$ cat config.mk
export PLATFORM = sky130hd
export DESIGN_NAME = hrrn_ctrl
export DESIGN_NICKNAME = d
export VERILOG_FILES = /design/src/hdl/hrrn_pkg.sv /design/src/hdl/hrrn_ctrl.sv
export SDC_FILE = /design/constraint.sdc
export NUM_CORES = 1
export LEC_CHECK = 0
export BUFFER_PORTS_ARGS = -buffer_cell sky130_fd_sc_hd__buf_2
export CORE_MARGIN = 2
export CORE_UTILIZATION = 32
export CTS_CLUSTER_DIAMETER = 200
export DETAILED_ROUTE_END_ITERATION = 8
export GPL_TIMING_DRIVEN = 0
export HOLD_SLACK_MARGIN = 0.15
export SETUP_SLACK_MARGIN = 0.02
export SLEW_MARGIN = 25
export SYNTH_ARGS = -nofsm -noshare
export SYNTH_HDL_FRONTEND = slang
export SYNTH_SLANG_ARGS = --single-unit
$ cat constraint.sdc
create_clock -name clk_i -period 1.7 [get_ports clk_i]
set_clock_uncertainty 0.05 [all_clocks]
set_input_delay 0 -clock clk_i [delete_from_list [all_inputs] [get_ports clk_i]]
set_output_delay 0 -clock clk_i [all_outputs]
set_load 0.005 [all_outputs]
$ cat src/hdl/hrrn_pkg.sv
// Package for the ready queue scheduler: sizes, codes, payload structs and the
// command and status structs between controller and datapath. No dependencies.
`timescale 1ns / 1ps

package hrrn_pkg;

  localparam int QUEUE_DEPTH = 16;
  localparam int EST_BITS    = 24;
  localparam int TIME_BITS   = 32;
  localparam int ID_BITS     = 16;
  localparam int ALPHA_BITS  = 9;
  localparam int STATUS_BITS = 2;

  localparam int IDX_BITS   = $clog2(QUEUE_DEPTH);
  localparam int CNT_BITS   = $clog2(QUEUE_DEPTH + 1);
  localparam int ENTRY_BITS = ID_BITS + EST_BITS + TIME_BITS;
  localparam int MIX_BITS   = EST_BITS + ALPHA_BITS;
  localparam int PROD_BITS  = TIME_BITS + EST_BITS;

  localparam int ADDR_BITS = 3;
  localparam int DATA_BITS = 32;

  localparam logic [ALPHA_BITS-1:0] ALPHA_ONE   = ALPHA_BITS'(256);
  localparam logic [ALPHA_BITS-1:0] ALPHA_RESET = ALPHA_BITS'(128);

  localparam logic CMD_ENQUEUE  = 1'b0;
  localparam logic CMD_DISPATCH = 1'b1;

  localparam logic [STATUS_BITS-1:0] ST_DONE  = STATUS_BITS'(0);
  localparam logic [STATUS_BITS-1:0] ST_FULL  = STATUS_BITS'(1);
  localparam logic [STATUS_BITS-1:0] ST_EMPTY = STATUS_BITS'(2);

  // Register select is address bit 2 (registers sit at byte addresses 0 and 4).
  localparam logic REG_MODE  = 1'b0;
  localparam logic REG_ALPHA = 1'b1;

  typedef struct packed {
    logic                 command;
    logic [ID_BITS-1:0]   proc_id;
    logic [EST_BITS-1:0]  prev_estimate;
    logic [EST_BITS-1:0]  burst_time;
    logic                 burst_ended;
    logic [TIME_BITS-1:0] now_time;
  } in_item_t;

  typedef struct packed {
    logic [STATUS_BITS-1:0] status;
    logic [ID_BITS-1:0]     chosen_id;
    logic [EST_BITS-1:0]    chosen_estimate;
  } out_item_t;

  typedef struct packed {
    logic [ID_BITS-1:0]   proc_id;
    logic [EST_BITS-1:0]  estimate;
    logic [TIME_BITS-1:0] arrival;
  } entry_t;

  typedef enum logic [1:0] {
    RES_ENQ,
    RES_FOUND,
    RES_EMPTY
  } res_sel_e;

  typedef struct packed {
    logic     take_in;
    logic     idx_clr;
    logic     idx_inc;
    logic     idx_from_best;
    logic     enq_write;
    logic     load_best;
    logic     load_cand;
    logic     cmp_update;
    logic     cp_write;
    logic     cnt_dec;
    logic     res_load;
    res_sel_e res_sel;
    logic     out_load;
  } hrrn_cmd_t;

  typedef struct packed {
    logic cnt_zero;
    logic full;
    logic hrrn;
    logic dispatch;
    logic single;
    logic cand_last;
    logic idx_at_cnt;
    logic rd_last;
    logic out_free;
  } hrrn_stat_t;

endpackage

$ cat src/hdl/hrrn_ctrl.sv
// Controller state machine of the ready queue scheduler. Sequences enqueue,
// slot scan, compaction and result hand-off. Uses hrrn_pkg.
`timescale 1ns / 1ps

module hrrn_ctrl import hrrn_pkg::*; (
  input  logic       clk_i,
  input  logic       rst_ni,
  input  logic       in_valid_i,
  output logic       in_stall_o,
  input  hrrn_stat_t stat_i,
  output hrrn_cmd_t  cmd_o
);

  localparam logic [3:0] S_IDLE  = 4'd0;
  localparam logic [3:0] S_START = 4'd1;
  localparam logic [3:0] S_ENQ   = 4'd2;
  localparam logic [3:0] S_LD0   = 4'd3;
  localparam logic [3:0] S_LDC   = 4'd4;
  localparam logic [3:0] S_MUL   = 4'd5;
  localparam logic [3:0] S_CMP   = 4'd6;
  localparam logic [3:0] S_CPS   = 4'd7;
  localparam logic [3:0] S_CPR   = 4'd8;
  localparam logic [3:0] S_CPW   = 4'd9;
  localparam logic [3:0] S_FIN   = 4'd10;
  localparam logic [3:0] S_OUT   = 4'd11;

  logic [3:0] state_q, state_d;

  assign in_stall_o = (state_q != S_IDLE);

  always_comb begin
    state_d       = state_q;
    cmd_o         = '0;
    cmd_o.res_sel = RES_ENQ;
    case (state_q)
      S_IDLE: begin
        if (in_valid_i) begin
          cmd_o.take_in = 1'b1;
          cmd_o.idx_clr = 1'b1;
          state_d       = S_START;
        end
      end
      S_START: begin
        if (!stat_i.dispatch) begin
          state_d = S_ENQ;
        end else if (stat_i.cnt_zero) begin
          cmd_o.res_load = 1'b1;
          cmd_o.res_sel  = RES_EMPTY;
          state_d        = S_OUT;
        end else begin
          cmd_o.idx_inc = 1'b1;
          state_d       = S_LD0;
        end
      end
      S_ENQ: begin
        cmd_o.res_load  = 1'b1;
        cmd_o.res_sel   = RES_ENQ;
        cmd_o.enq_write = !stat_i.full;
        state_d         = S_OUT;
      end
      S_LD0: begin
        cmd_o.load_best = 1'b1;
        cmd_o.idx_inc   = 1'b1;
        state_d         = (stat_i.hrrn && !stat_i.single) ? S_LDC : S_CPS;
      end
      S_LDC: begin
        cmd_o.load_cand = 1'b1;
        state_d         = S_MUL;
      end
      S_MUL: begin
        state_d = S_CMP;
      end
      S_CMP: begin
        cmd_o.cmp_update = 1'b1;
        if (stat_i.cand_last) begin
          state_d = S_CPS;
        end else begin
          cmd_o.load_cand = 1'b1;
          cmd_o.idx_inc   = 1'b1;
          state_d         = S_MUL;
        end
      end
      S_CPS: begin
        cmd_o.idx_from_best = 1'b1;
        state_d             = S_CPR;
      end
      S_CPR: begin
        // Nothing to move when the removed entry was the last one.
        if (stat_i.idx_at_cnt) begin
          state_d = S_FIN;
        end else begin
          cmd_o.idx_inc = 1'b1;
          state_d       = S_CPW;
        end
      end
      S_CPW: begin
        cmd_o.cp_write = 1'b1;
        if (stat_i.rd_last) begin
          state_d = S_FIN;
        end else begin
          cmd_o.idx_inc = 1'b1;
        end
      end
      S_FIN: begin
        cmd_o.cnt_dec  = 1'b1;
        cmd_o.res_load = 1'b1;
        cmd_o.res_sel  = RES_FOUND;
        state_d        = S_OUT;
      end
      S_OUT: begin
        if (stat_i.out_free) begin
          cmd_o.out_load = 1'b1;
          state_d        = S_IDLE;
        end
      end
      default: begin
        state_d = S_IDLE;
      end
    endcase
  end

  always_ff @(posedge clk_i or negedge rst_ni) begin
    if (!rst_ni) begin
      state_q <= S_IDLE;
    end else begin
      state_q <= state_d;
    end
  end

endmodule

==> impl_metrics.ini <==
[place]
routabilityCongestion = 0.803
post-place-ws_ps = 235
dpl.hpwl_mm = 1.02
place_area_um2 = 627
io_buffers = 26

[cells_and_area]
utilization_pct = 52.5
multi_input_area_um2 = 324
fillers = 137
largest_register_ffs = 4
finalInstanceArea_um2 = 708
nets = 111
antenna_cells = 0
sequential_cell_area_um2 = 103
top_register = state_q
area_delta_synth_final_pct = 48.2
drive_above_1_share_pct = 46.4
top_regs = state_q (4)

[min_path]
holdPathEnd = cmd_o[9]
hp-class = input pin to output pin
whs_path_depth = 3
hold_path.startpoint = stat_i[7]

[critical_path]
reg2reg_depth = 3
reg2reg_slack_ps = 210
cp_max_fo = 6
end_kind = output pin
path_class = register to output pin
crit_required_ps = 1650
cp.arrival_ps = 1550
reg2reg_to = state_q[0]
startpoint_type = register
r2r-start = state_q[2]

[pwr]
leakage_nw = 0.365
power_density_nw_per_um2 = 1660
peakVddDrop_uv = 1010

[cts]
cts_buffers = 3
h-tree-depth = 1
cts_buffer_depth = 2
cts.sinks = 4
clk_pin_slew_ps = 40
cts_tree = yes
cts_root_buf = clkbuf_4
clk_latency_ps = 230

[synthesis]
synth_commonest_cells = 10 x nor2_1, 5 x inv_1, 4 x dfrtp_1, 4 x nand2_1
synth_top_area_share_pct = 20.9
synth_warnings = 0
synthArstFlopShare_pct = 100
yosys_most_used_dff = dfrtp_1
ys_types = 35
synth.most_common_cell = nor2_1
synth_nets = 76
yosys.area.top_type = dfrtp_1
ys_seq_area_share_pct = 20.9
synthCells = 64
synth_area_leaders = dfrtp_1 21%, nor2_1 7.9%, a211oi_1 4.7%
synth-edff-count = 0
netlist_area_um2 = 478
synth.ff_latch_count = 4
postSynthAreaPerCell_um2 = 7.47

[floorplan]
dieWidth_um = 42.6
die_area_um2 = 1820
fp.dieH_um = 42.6
ios = 27
core_area_um2 = 1350
start_util_pct = 35.4
row_count = 13

[sta]
holdWs_ps = 173
finalHoldViolations = 0
finalSetupViolCount = 0
period_share_pct = 94.2
layout_setup_ws_ps = 98.0
rsz0062_at_grt = no
slew_violations = 0
tns_ps = 0
fmaxAchievable_ghz = 0.624
min_period_ps = 1600
slew-limit-headroom_pct = 77.0
tightest_slew_ps = 343

[grt]
grt_max_degree = 11
grt_pass1_wl_mm = 2.17
grt_pass1_vias = 509
antenna_found_initial = 0
overflow = 0
grt_usage_pct = 15.2

[drt]
ant_nets = 0
vias_per_cell = 5.21
drc_errors = 0
wl_mm = 1.32
num_vias = 583
drtIter0Drc = 4
routedWlPerCell_um = 11.8
first_pass_iters = 4

[status]
outcome = finished, final reports clean

[job]
drv_cap = 0
metrics by stage:
stage	total power, W	cells
3_3_place_gp	0.00102	105
5_1_grt	0.00130	112
4_1_cts	0.00115	112
6_report	0.00118	112
2_1_floorplan	0.000788	64
3_5_place_dp	0.00102	105
cell type report:
| class | count | area share [%] |
|---|---|---|
| Sequential cell | 4 | 14.5 |
| Multi-Input combinational cell | 48 | 45.8 |
| Buffer | 7 | 7.24 |
| Tap cell | 15 | 2.65 |
| Clock buffer | 3 | 3.18 |
| Timing Repair Buffer | 30 | 24.0 |
| Inverter | 5 | 2.65 |
critical path: stages, from the launching register on:
cell	delay (ps)
dfrtp_2	420
and2b_1	240
a221o_1	330
a22o_1	200
buf_2	120
layout by cell type, fill, tap and decap left out, drive strengths merged, types with 2 or more instances in the layout:
| cell type | count |
|---|---|
| buf | 32 |
| nor2 | 11 |
| inv | 5 |
| clkbuf | 4 |
| nand2 | 4 |
| dlygate4sd3 | 4 |
| a211oi | 4 |
| dfrtp | 4 |
| nor3 | 2 |
| o21ai | 2 |
| a21oi | 2 |
| nand2b | 2 |
| nor4 | 2 |
worst max path at each step:
stage | startpoint | endpoint | cells past startpoint
finish | state_q[2] | cmd_o[11] | 4
global route | state_q[2] | cmd_o[11] | 4
CTS | state_q[2] | cmd_o[13] | 4
detailed placement | state_q[2] | state_q[0] | 3
global placement | state_q[2] | state_q[0] | 3
floorplan | state_q[2] | state_q[1] | 3
repair_timing:
item / 4_1_cts / 5_1_grt
hold endpoints to repair: 6 / 0
endpoints found under the setup margin: 0 / 3
hold buffers: 4 / 0
resized for setup: 0 / 6
buffers inserted: 0 / 0
power by group:
group	switching [W]	internal, W	total, W
Sequential	0.0000618	0.000147	0.000209
Clock	0.0000381	0.0000789	0.000117
Combinational	0.000445	0.000406	0.000852
Total	0.000545	0.000633	0.00118
kinds of logic (layout without fill, tap and decap cells):
logic type	Yosys count	in the layout	synth area share [%]
buffers and inverters	12	45	14.1
multiplexers	1	1	2.09
AND/OR/NAND/NOR	28	28	31.4
XOR/XNOR	1	1	1.83
AO/OA/AOI/OAI	18	18	29.6
flip-flops	4	4	20.9
routing by layer:
metal | track usage, % | vias up | part of all wire, %
li1 | - | 298 | -
met4 | 1.88 | 0 | 0
met2 | 22.4 | 25 | 43
met1 | 21.4 | 260 | 50
met3 | 5.60 | 0 | 7.3
met5 | 0 | - | 0
Note: power is estimated with default switching activity, not from simulation.
